===== config.mk =====
export PLATFORM = sky130hd
export DESIGN_NAME = msp_or_stopchar_frame_receiver
export DESIGN_NICKNAME = d
export VERILOG_FILES = /design/src/rtl/core/msp_rx_pkg.sv /design/src/rtl/core/msp_rx_step.sv /design/src/rtl/core/msp_or_stopchar_frame_receiver.sv
export SDC_FILE = /design/constraint.sdc
export NUM_CORES = 1
export LEC_CHECK = 0
export BUFFER_PORTS_ARGS = -buffer_cell sky130_fd_sc_hd__buf_2
export CORE_MARGIN = 3
export CORE_UTILIZATION = 40
export DETAILED_ROUTE_END_ITERATION = 16
export SLEW_MARGIN = 20
export SYNTH_ARGS = -nofsm -noshare
export SYNTH_HDL_FRONTEND = slang
export SYNTH_SLANG_ARGS = --single-unit

===== constraint.sdc =====
create_clock -name clk -period 7.21 [get_ports clk]
set_clock_uncertainty 0.15 [all_clocks]
set_input_delay 1.442 -clock clk [delete_from_list [all_inputs] [get_ports clk]]
set_output_delay 1.442 -clock clk [all_outputs]
set_load 0.05 [all_outputs]

===== src/rtl/core/msp_rx_pkg.sv =====
// Shared types and constants for the MSP / stop-character frame receiver.
// No dependencies; used by msp_rx_step and msp_or_stopchar_frame_receiver.
package msp_rx_pkg;

  localparam int unsigned MAX_BUFFER = 4096;
  localparam int unsigned IDX_W      = $clog2(MAX_BUFFER + 1);  // byte index and limit
  localparam int unsigned POS_W      = $clog2(MAX_BUFFER);      // stored position

  localparam logic [7:0] CH_DOLLAR = 8'h24;
  localparam logic [7:0] CH_M      = 8'h4D;
  localparam logic [7:0] CH_ARROW  = 8'h3C;
  localparam logic [7:0] CH_NUL    = 8'h00;

  localparam logic [IDX_W-1:0] LIMIT_MAX = IDX_W'(MAX_BUFFER);

  typedef enum logic [1:0] {
    MODE_STOPCHAR = 2'd0,
    MODE_MSP      = 2'd1,
    MODE_CUSTOM   = 2'd2,
    MODE_RSVD     = 2'd3
  } mode_t;

  typedef enum logic [1:0] {
    REG_MODE    = 2'd0,
    REG_STOP    = 2'd1,
    REG_LIMIT   = 2'd2,
    REG_TIMEOUT = 2'd3
  } reg_idx_t;

  typedef enum logic {
    CMD_BYTE = 1'b0,
    CMD_TICK = 1'b1
  } in_cmd_t;

  typedef enum logic [2:0] {
    PH_IDLE,
    PH_DOLLAR,
    PH_M,
    PH_ARROW,
    PH_SIZE,
    PH_CMD
  } phase_t;

  typedef struct packed {
    mode_t       mode;
    logic [7:0]  stop_char;
    logic [12:0] buffer_limit;
    logic [15:0] timeout_ticks;
  } cfg_t;

  typedef struct packed {
    phase_t           phase;
    logic [IDX_W-1:0] byte_index;
    logic [7:0]       payload_size;
    logic [7:0]       checksum;
    logic [7:0]       command;
    logic [15:0]      idle_count;
  } state_t;

  typedef struct packed {
    logic             data_valid;
    logic [7:0]       data_byte;
    logic [POS_W-1:0] store_index;
    logic             frame_done;
    logic [IDX_W-1:0] frame_length;
    logic [7:0]       msp_command;
    logic             checksum_error;
    logic             oversize_reject;
    logic             overflow;
    logic             timeout_reset;
  } result_t;

endpackage


===== src/rtl/core/msp_rx_step.sv =====
// Per-word framing logic: next receiver state and the result for one word.
// Depends on msp_rx_pkg.
module msp_rx_step (
  input  msp_rx_pkg::cfg_t    cfg,
  input  msp_rx_pkg::state_t  cur,
  input  msp_rx_pkg::in_cmd_t command,
  input  logic [7:0]          rx_byte,
  output msp_rx_pkg::state_t  nxt,
  output msp_rx_pkg::result_t res
);

  logic [msp_rx_pkg::IDX_W-1:0] limit;
  logic                         ovf;
  logic [msp_rx_pkg::IDX_W-1:0] idx0;
  logic [7:0]                   cmd0;
  logic [15:0]                  idle_inc;
  logic                         in_payload;
  logic                         csum_ok;
  msp_rx_pkg::phase_t           phase_nxt;

  assign limit = (cfg.buffer_limit > msp_rx_pkg::LIMIT_MAX) ? msp_rx_pkg::LIMIT_MAX
                                                            : cfg.buffer_limit;
  assign ovf        = (cur.byte_index >= limit);
  assign idx0       = ovf ? '0 : cur.byte_index;
  assign cmd0       = ovf ? 8'h00 : cur.command;
  assign idle_inc   = (cur.idle_count == 16'hFFFF) ? cur.idle_count : cur.idle_count + 16'd1;
  assign in_payload = ({{(msp_rx_pkg::IDX_W-8){1'b0}}, cur.payload_size} > idx0);
  assign csum_ok    = (cur.checksum == rx_byte);

  // MSP header and payload sequencing
  always_comb begin
    phase_nxt = cur.phase;
    if (command == msp_rx_pkg::CMD_BYTE && cfg.mode == msp_rx_pkg::MODE_MSP) begin
      case (cur.phase)
        msp_rx_pkg::PH_IDLE:
          phase_nxt = (rx_byte == msp_rx_pkg::CH_DOLLAR) ? msp_rx_pkg::PH_DOLLAR
                                                         : msp_rx_pkg::PH_IDLE;
        msp_rx_pkg::PH_DOLLAR:
          phase_nxt = (rx_byte == msp_rx_pkg::CH_M) ? msp_rx_pkg::PH_M : msp_rx_pkg::PH_IDLE;
        msp_rx_pkg::PH_M:
          phase_nxt = (rx_byte == msp_rx_pkg::CH_ARROW) ? msp_rx_pkg::PH_ARROW
                                                        : msp_rx_pkg::PH_IDLE;
        msp_rx_pkg::PH_ARROW:
          phase_nxt = ({{(msp_rx_pkg::IDX_W-8){1'b0}}, rx_byte} > limit) ? msp_rx_pkg::PH_IDLE
                                                                          : msp_rx_pkg::PH_SIZE;
        msp_rx_pkg::PH_SIZE:
          phase_nxt = msp_rx_pkg::PH_CMD;
        msp_rx_pkg::PH_CMD:
          phase_nxt = in_payload ? msp_rx_pkg::PH_CMD : msp_rx_pkg::PH_IDLE;
        default:
          phase_nxt = msp_rx_pkg::PH_IDLE;
      endcase
    end
  end

  always_comb begin
    nxt       = cur;
    nxt.phase = phase_nxt;
    res       = '0;
    if (command == msp_rx_pkg::CMD_TICK) begin
      nxt.idle_count = idle_inc;
      if (cur.byte_index != '0 && idle_inc > cfg.timeout_ticks) begin
        nxt.byte_index    = '0;
        nxt.command       = 8'h00;
        res.timeout_reset = 1'b1;
      end
      res.msp_command = nxt.command;
    end else begin
      nxt.idle_count = '0;
      nxt.byte_index = idx0;
      nxt.command    = cmd0;
      res.overflow   = ovf;
      case (cfg.mode)
        msp_rx_pkg::MODE_STOPCHAR: begin
          res.data_valid  = 1'b1;
          res.store_index = idx0[msp_rx_pkg::POS_W-1:0];
          nxt.byte_index  = idx0 + 1'b1;
          if (rx_byte == cfg.stop_char) begin
            res.data_byte    = msp_rx_pkg::CH_NUL;
            res.frame_done   = 1'b1;
            res.frame_length = idx0 + 1'b1;
          end else begin
            res.data_byte = rx_byte;
          end
        end
        msp_rx_pkg::MODE_MSP: begin
          case (cur.phase)
            msp_rx_pkg::PH_ARROW: begin
              if ({{(msp_rx_pkg::IDX_W-8){1'b0}}, rx_byte} > limit) begin
                res.oversize_reject = 1'b1;
              end else begin
                nxt.payload_size = rx_byte;
                nxt.byte_index   = '0;
                nxt.checksum     = rx_byte;
              end
            end
            msp_rx_pkg::PH_SIZE: begin
              nxt.command  = rx_byte;
              nxt.checksum = cur.checksum ^ rx_byte;
            end
            msp_rx_pkg::PH_CMD: begin
              if (in_payload) begin
                nxt.checksum    = cur.checksum ^ rx_byte;
                res.data_valid  = 1'b1;
                res.data_byte   = rx_byte;
                res.store_index = idx0[msp_rx_pkg::POS_W-1:0];
                nxt.byte_index  = idx0 + 1'b1;
              end else if (csum_ok) begin
                res.frame_done   = 1'b1;
                res.frame_length = idx0;
              end else begin
                res.checksum_error = 1'b1;
              end
            end
            default: ;
          endcase
        end
        default: ;  // custom and reserved modes drop the byte
      endcase
      res.msp_command = nxt.command;
      // a completed message is consumed at once
      if (res.frame_done) begin
        nxt.byte_index = '0;
        nxt.command    = 8'h00;
      end
    end
  end

endmodule


===== src/rtl/core/msp_or_stopchar_frame_receiver.sv =====
// Top level of the serial frame receiver: handshakes, configuration registers,
// input and result registers. Depends on msp_rx_pkg and msp_rx_step.
//
// Usage: each input word is either a received serial byte (in_tuser = 0,
// byte in in_tdata) or a one-millisecond tick (in_tuser = 1). Every input
// word yields exactly one result word. out_tuser flags a stored message
// byte, out_tlast marks the word that completes a valid message.
// Words pass an input register, then the framing logic, then the result
// register; one word per cycle is sustained while out_tready is high.
// The framing state is updated in the same cycle a word moves from the
// input register to the result register.
// When the result side stalls, the result register holds and the input
// register fills; in_tready drops only when both are occupied and
// out_tready is low.
// Configuration: cfg_valid/cfg_index/cfg_data, always ready, one register
// per write; write only while no word is in flight.
// Reset (rst_n low, synchronous): both pipeline registers empty, framing
// state cleared, configuration back to stop-character mode, stop char ';',
// limit 256, timeout 1000 ticks.
module msp_or_stopchar_frame_receiver (
  input  logic        clk,
  input  logic        rst_n,
  input  logic        in_tvalid,
  output logic        in_tready,
  input  logic [7:0]  in_tdata,   // [7:0] rx_byte
  input  logic        in_tuser,   // [0] command
  output logic        out_tvalid,
  input  logic        out_tready,
  output logic [47:0] out_tdata,  // [7:0] data_byte, [19:8] store_index,
                                  // [32:20] frame_length, [40:33] msp_command,
                                  // [41] checksum_error, [42] oversize_reject,
                                  // [43] overflow, [44] timeout_reset, [47:45] zero
  output logic        out_tlast,  // frame_done
  output logic        out_tuser,  // [0] data_valid
  input  logic        cfg_valid,
  output logic        cfg_ready,
  input  logic [1:0]  cfg_index,
  input  logic [15:0] cfg_data
);

  msp_rx_pkg::cfg_t    cfg_r;
  msp_rx_pkg::state_t  st_r, st_nxt;
  msp_rx_pkg::result_t res_nxt, res_r;
  logic                s1_valid_r;
  logic [7:0]          s1_byte_r;
  msp_rx_pkg::in_cmd_t s1_cmd_r;
  logic                out_valid_r;
  logic                out_adv;
  logic                s1_adv;

  assign cfg_ready = 1'b1;
  assign out_adv   = !out_valid_r || out_tready;
  assign s1_adv    = s1_valid_r && out_adv;
  assign in_tready = !s1_valid_r || out_adv;

  always_ff @(posedge clk) begin
    if (!rst_n) begin
      cfg_r.mode          <= msp_rx_pkg::MODE_STOPCHAR;
      cfg_r.stop_char     <= 8'd59;
      cfg_r.buffer_limit  <= 13'd256;
      cfg_r.timeout_ticks <= 16'd1000;
    end else if (cfg_valid) begin
      case (msp_rx_pkg::reg_idx_t'(cfg_index))
        msp_rx_pkg::REG_MODE:    cfg_r.mode          <= msp_rx_pkg::mode_t'(cfg_data[1:0]);
        msp_rx_pkg::REG_STOP:    cfg_r.stop_char     <= cfg_data[7:0];
        msp_rx_pkg::REG_LIMIT:   cfg_r.buffer_limit  <= cfg_data[12:0];
        msp_rx_pkg::REG_TIMEOUT: cfg_r.timeout_ticks <= cfg_data;
        default: ;
      endcase
    end
  end

  // input register
  always_ff @(posedge clk) begin
    if (!rst_n) begin
      s1_valid_r <= 1'b0;
    end else if (in_tready) begin
      s1_valid_r <= in_tvalid;
    end
  end

  always_ff @(posedge clk) begin
    if (in_tready && in_tvalid) begin
      s1_byte_r <= in_tdata;
      s1_cmd_r  <= msp_rx_pkg::in_cmd_t'(in_tuser);
    end
  end

  msp_rx_step u_step (
    .cfg     (cfg_r),
    .cur     (st_r),
    .command (s1_cmd_r),
    .rx_byte (s1_byte_r),
    .nxt     (st_nxt),
    .res     (res_nxt)
  );

  // advance framing state once per word
  always_ff @(posedge clk) begin
    if (!rst_n) begin
      st_r.phase        <= msp_rx_pkg::PH_IDLE;
      st_r.byte_index   <= '0;
      st_r.payload_size <= '0;
      st_r.checksum     <= '0;
      st_r.command      <= '0;
      st_r.idle_count   <= '0;
    end else if (s1_adv) begin
      st_r <= st_nxt;
    end
  end

  // result register
  always_ff @(posedge clk) begin
    if (!rst_n) begin
      out_valid_r <= 1'b0;
    end else if (out_adv) begin
      out_valid_r <= s1_valid_r;
    end
  end

  always_ff @(posedge clk) begin
    if (s1_adv) begin
      res_r <= res_nxt;
    end
  end

  assign out_tvalid = out_valid_r;
  assign out_tuser  = res_r.data_valid;
  assign out_tlast  = res_r.frame_done;
  assign out_tdata  = {3'b000,
                       res_r.timeout_reset,
                       res_r.overflow,
                       res_r.oversize_reject,
                       res_r.checksum_error,
                       res_r.msp_command,
                       res_r.frame_length,
                       res_r.store_index,
                       res_r.data_byte};

endmodule

==> results.cfg <==
[routing]
postRouteAntennaNets = 0
dr.pass1.iters = 5
drc = 0
via_per_inst = 5.63
drt_wl_total_um = 23000
wl_per_cell_um = 17.5
drt-initial-drc-count = 647
vias = 7398

[final_layout]
nFillCells = 2034
drive_gt1_frac = 0.129
antenna_cells = 0
fin_cells = 1315
final_nets = 1112
syn_to_final_growth_pct = 12.7
utilization = 0.469

[power_and_ir_drop]
ir_drop_mv = 0.164
p_leak_uw = 0.00373
p_total_uw = 1970
power_density_nw_per_um2 = 204

[worst_setup_path]
cp-start-kind = flop
path_class = reg -> reg
cp.arrival_ns = 5.95
endpoint_kind = flop
worstPathRequired_ns = 7.35
ff2ff_path_depth = 17
crit_fanout = 18

[floorplanning]
ioPinCount = 85
die_area_um2 = 23200
die_w_um = 152
rows = 52
core_um2 = 20600
die_h_um = 152
start_util = 0.416

[global_routing]
grt_util_met3 = 0.0454
grt_max_degree = 64
grt_antenna_before_repair = 0
grt_use_met2 = 0.306
grt_pass1_wl_um = 37200
grt_usage = 0.197
grt_pass1_vias = 7009
grt_overflow_total = 0
met1_usage = 0.273
grt_busiest_layer = met2

[worst_hold_path]
hold_depth = 2
hold_class = reg -> reg

[synth]
synth_area_per_cell_um2 = 8.71
synth-async-reset-ratio = 0
ys_seq_area_frac = 0.423
yosysUniqueCellTypes = 74
netlist_area_um2 = 8570
synth_edf_count = 56
ys.flop_type = dfxtp_1
synthCells = 985
synth-seq-cells = 153
ys_warn_count = 0

[timing]
slew_headroom = 0.253
fin_crit_sh = 0.805
tightestPinTransition_ns = 1.12
min_period_ns = 5.80
drv_slew = 0
setup_tns_ns = 0
grt_setup_unrepaired = false
setup_viol = 0
fmax_mhz = 172
finalHoldViolations = 0
setup_ws_ns = 1.41

[placement]
place_ws_ns = 1.53
port_buffers = 80
dpl.cell_count = 1283
dp_hpwl_um = 15900
place_congestion = 0.872

[run_status]
outcome = finished, final reports clean

[job]
maxCapViolCount = 0

[clocking]
ctsResizeCount = 0
hold_buffers = 0
clockRootBuffer = clkbuf_16
clk_path_buf_depth = 2
htree_num_levels = 4
cts.sinks = 153
cts_buffers = 17
cts.clk_slew.worst_paths_ns = 0.06
cts_tree = built
clk_latency_ns = 0.43
cts_setup_buffers = 0
[metal layers]
metal  share of wire  wire (um)
met3           0.061       1410
met2            0.45      10400
met4           0.021        486
met1            0.46      10700
met5               0          0
[metrics by stage]
| step | hold WS (ns) | instance area, um^2 |
|---|---|---|
| after CTS | 0.304 | 9660 |
| after detailed placement | 0.297 | 9120 |
| after global routing | 0.326 | 9660 |
| after floorplan | 0.282 | 8580 |
| after global placement | 0.293 | 9120 |
| final | 0.302 | 9660 |
[final timing paths]
check                               from                         end  slack [ns]
hold reg to reg   cfg_r[16]$_SDFFE_PN0P_      cfg_r[16]$_SDFFE_PN0P_        0.30
setup reg to reg  cfg_r[28]$_SDFFE_PN0P_  out_tdata[5]$_SDFFCE_PP0P_        1.41
hold / removal    cfg_r[16]$_SDFFE_PN0P_      cfg_r[16]$_SDFFE_PN0P_        0.30
setup / recovery  cfg_r[28]$_SDFFE_PN0P_  out_tdata[5]$_SDFFCE_PP0P_        1.41
[cell families (layout without fill, tap and decap cells)]
group | after synthesis | count (layout) | share of synthesized area
AND/OR/NAND/NOR | 398 | 398 | 0.223
AO/OA/AOI/OAI | 236 | 236 | 0.186
flip-flops | 153 | 153 | 0.423
buffers and inverters | 102 | 160 | 0.0489
adder cells (fa/ha/maj) | 48 | 48 | 0.0700
XOR/XNOR | 39 | 39 | 0.0398
multiplexers | 7 | 7 | 0.00890
other | 2 | 4 | 0.000876
[area by class of cell]
class / instances / area (um^2) / share of cell area
Clock buffer: 20 / 437 / 0.0452
Clock inverter: 12 / 104 / 0.0107
Inverter: 39 / 146 / 0.0151
Multi-Input combinational cell: 732 / 4550 / 0.471
Sequential cell: 153 / 3620 / 0.375
Tap cell: 270 / 338 / 0.0350
Timing Repair Buffer: 89 / 468 / 0.0484
[registers in the layout, summed over array words and instances, names as in the netlist, 8 cells and up]
| name | cells |
|---|---|
| st_r | 56 |
| out_tdata | 45 |
| cfg_r | 39 |
| s1_byte_r | 8 |
[power by group]
group          total, uW  leakage (uW)  internal [uW]  switching [uW]
Clock                829      0.000260            472             357
Sequential           941       0.00132            919            22.1
Combinational        197       0.00215           53.1             144
Total               1970       0.00373           1440             522
[layout by cell type, fill, tap and decap left out, drive strengths merged, types with 38 or more instances in the layout]
cell / n
a21oi: 81
buf: 89
dfxtp: 97
edfxtp: 56
ha: 48
inv: 38
nand2: 140
nand3: 48
nor2: 83
o21ai: 39
[synth_stat cells, types with 3 or more instances]
library cell,count,area [um^2]
nand2_1,140,526
dfxtp_1,97,1940
nor2_1,83,312
a21oi_1,81,405
edfxtp_1,56,1680
ha_1,48,601
nand3_1,48,240
clkbuf_1,45,169
inv_1,36,135
o21ai_0,35,175
nor3_1,28,140
xor2_1,22,193
a22o_1,20,175
a32o_1,19,190
and2_1,19,119
xnor2_1,17,149
o211ai_1,15,113
nor4_1,13,81.3
nand4_1,11,68.8
a21o_1,9,67.6
nor2b_1,9,56.3
a22oi_1,8,60.1
and3_1,8,50.1
buf_1,7,26.3
or3_1,7,43.8
a31oi_1,6,37.5
nand2b_1,6,37.5
a211o_1,5,43.8
buf_2,5,25.0
mux2i_1,5,50.1
a221o_1,4,40.0
and4b_1,4,40.0
buf_4,4,30.0
nand3b_1,4,30.0
o22ai_1,4,25.0
or4_1,4,30.0
a211oi_1,3,22.5
and4_1,3,26.3
o21ai_1,3,15.0
[worst max-delay path: stages (launching register included)]
cell and delay (ns):
dfxtp_1 0.36, inv_1 0.27, nand2_1 0.11, ha_1 0.30, a21o_1 0.18, a21o_1 0.20, a211oi_4 0.37, and2_1 0.65
nand2_1 0.25, inv_1 0.20, ha_1 0.25, and4_1 0.18, a222oi_1 0.36, o21ai_0 0.25, a311oi_1 0.57, o21ai_2 0.35
a41oi_2 0.47, and2_1 0.20
Power figures use the tool's default switching activity.
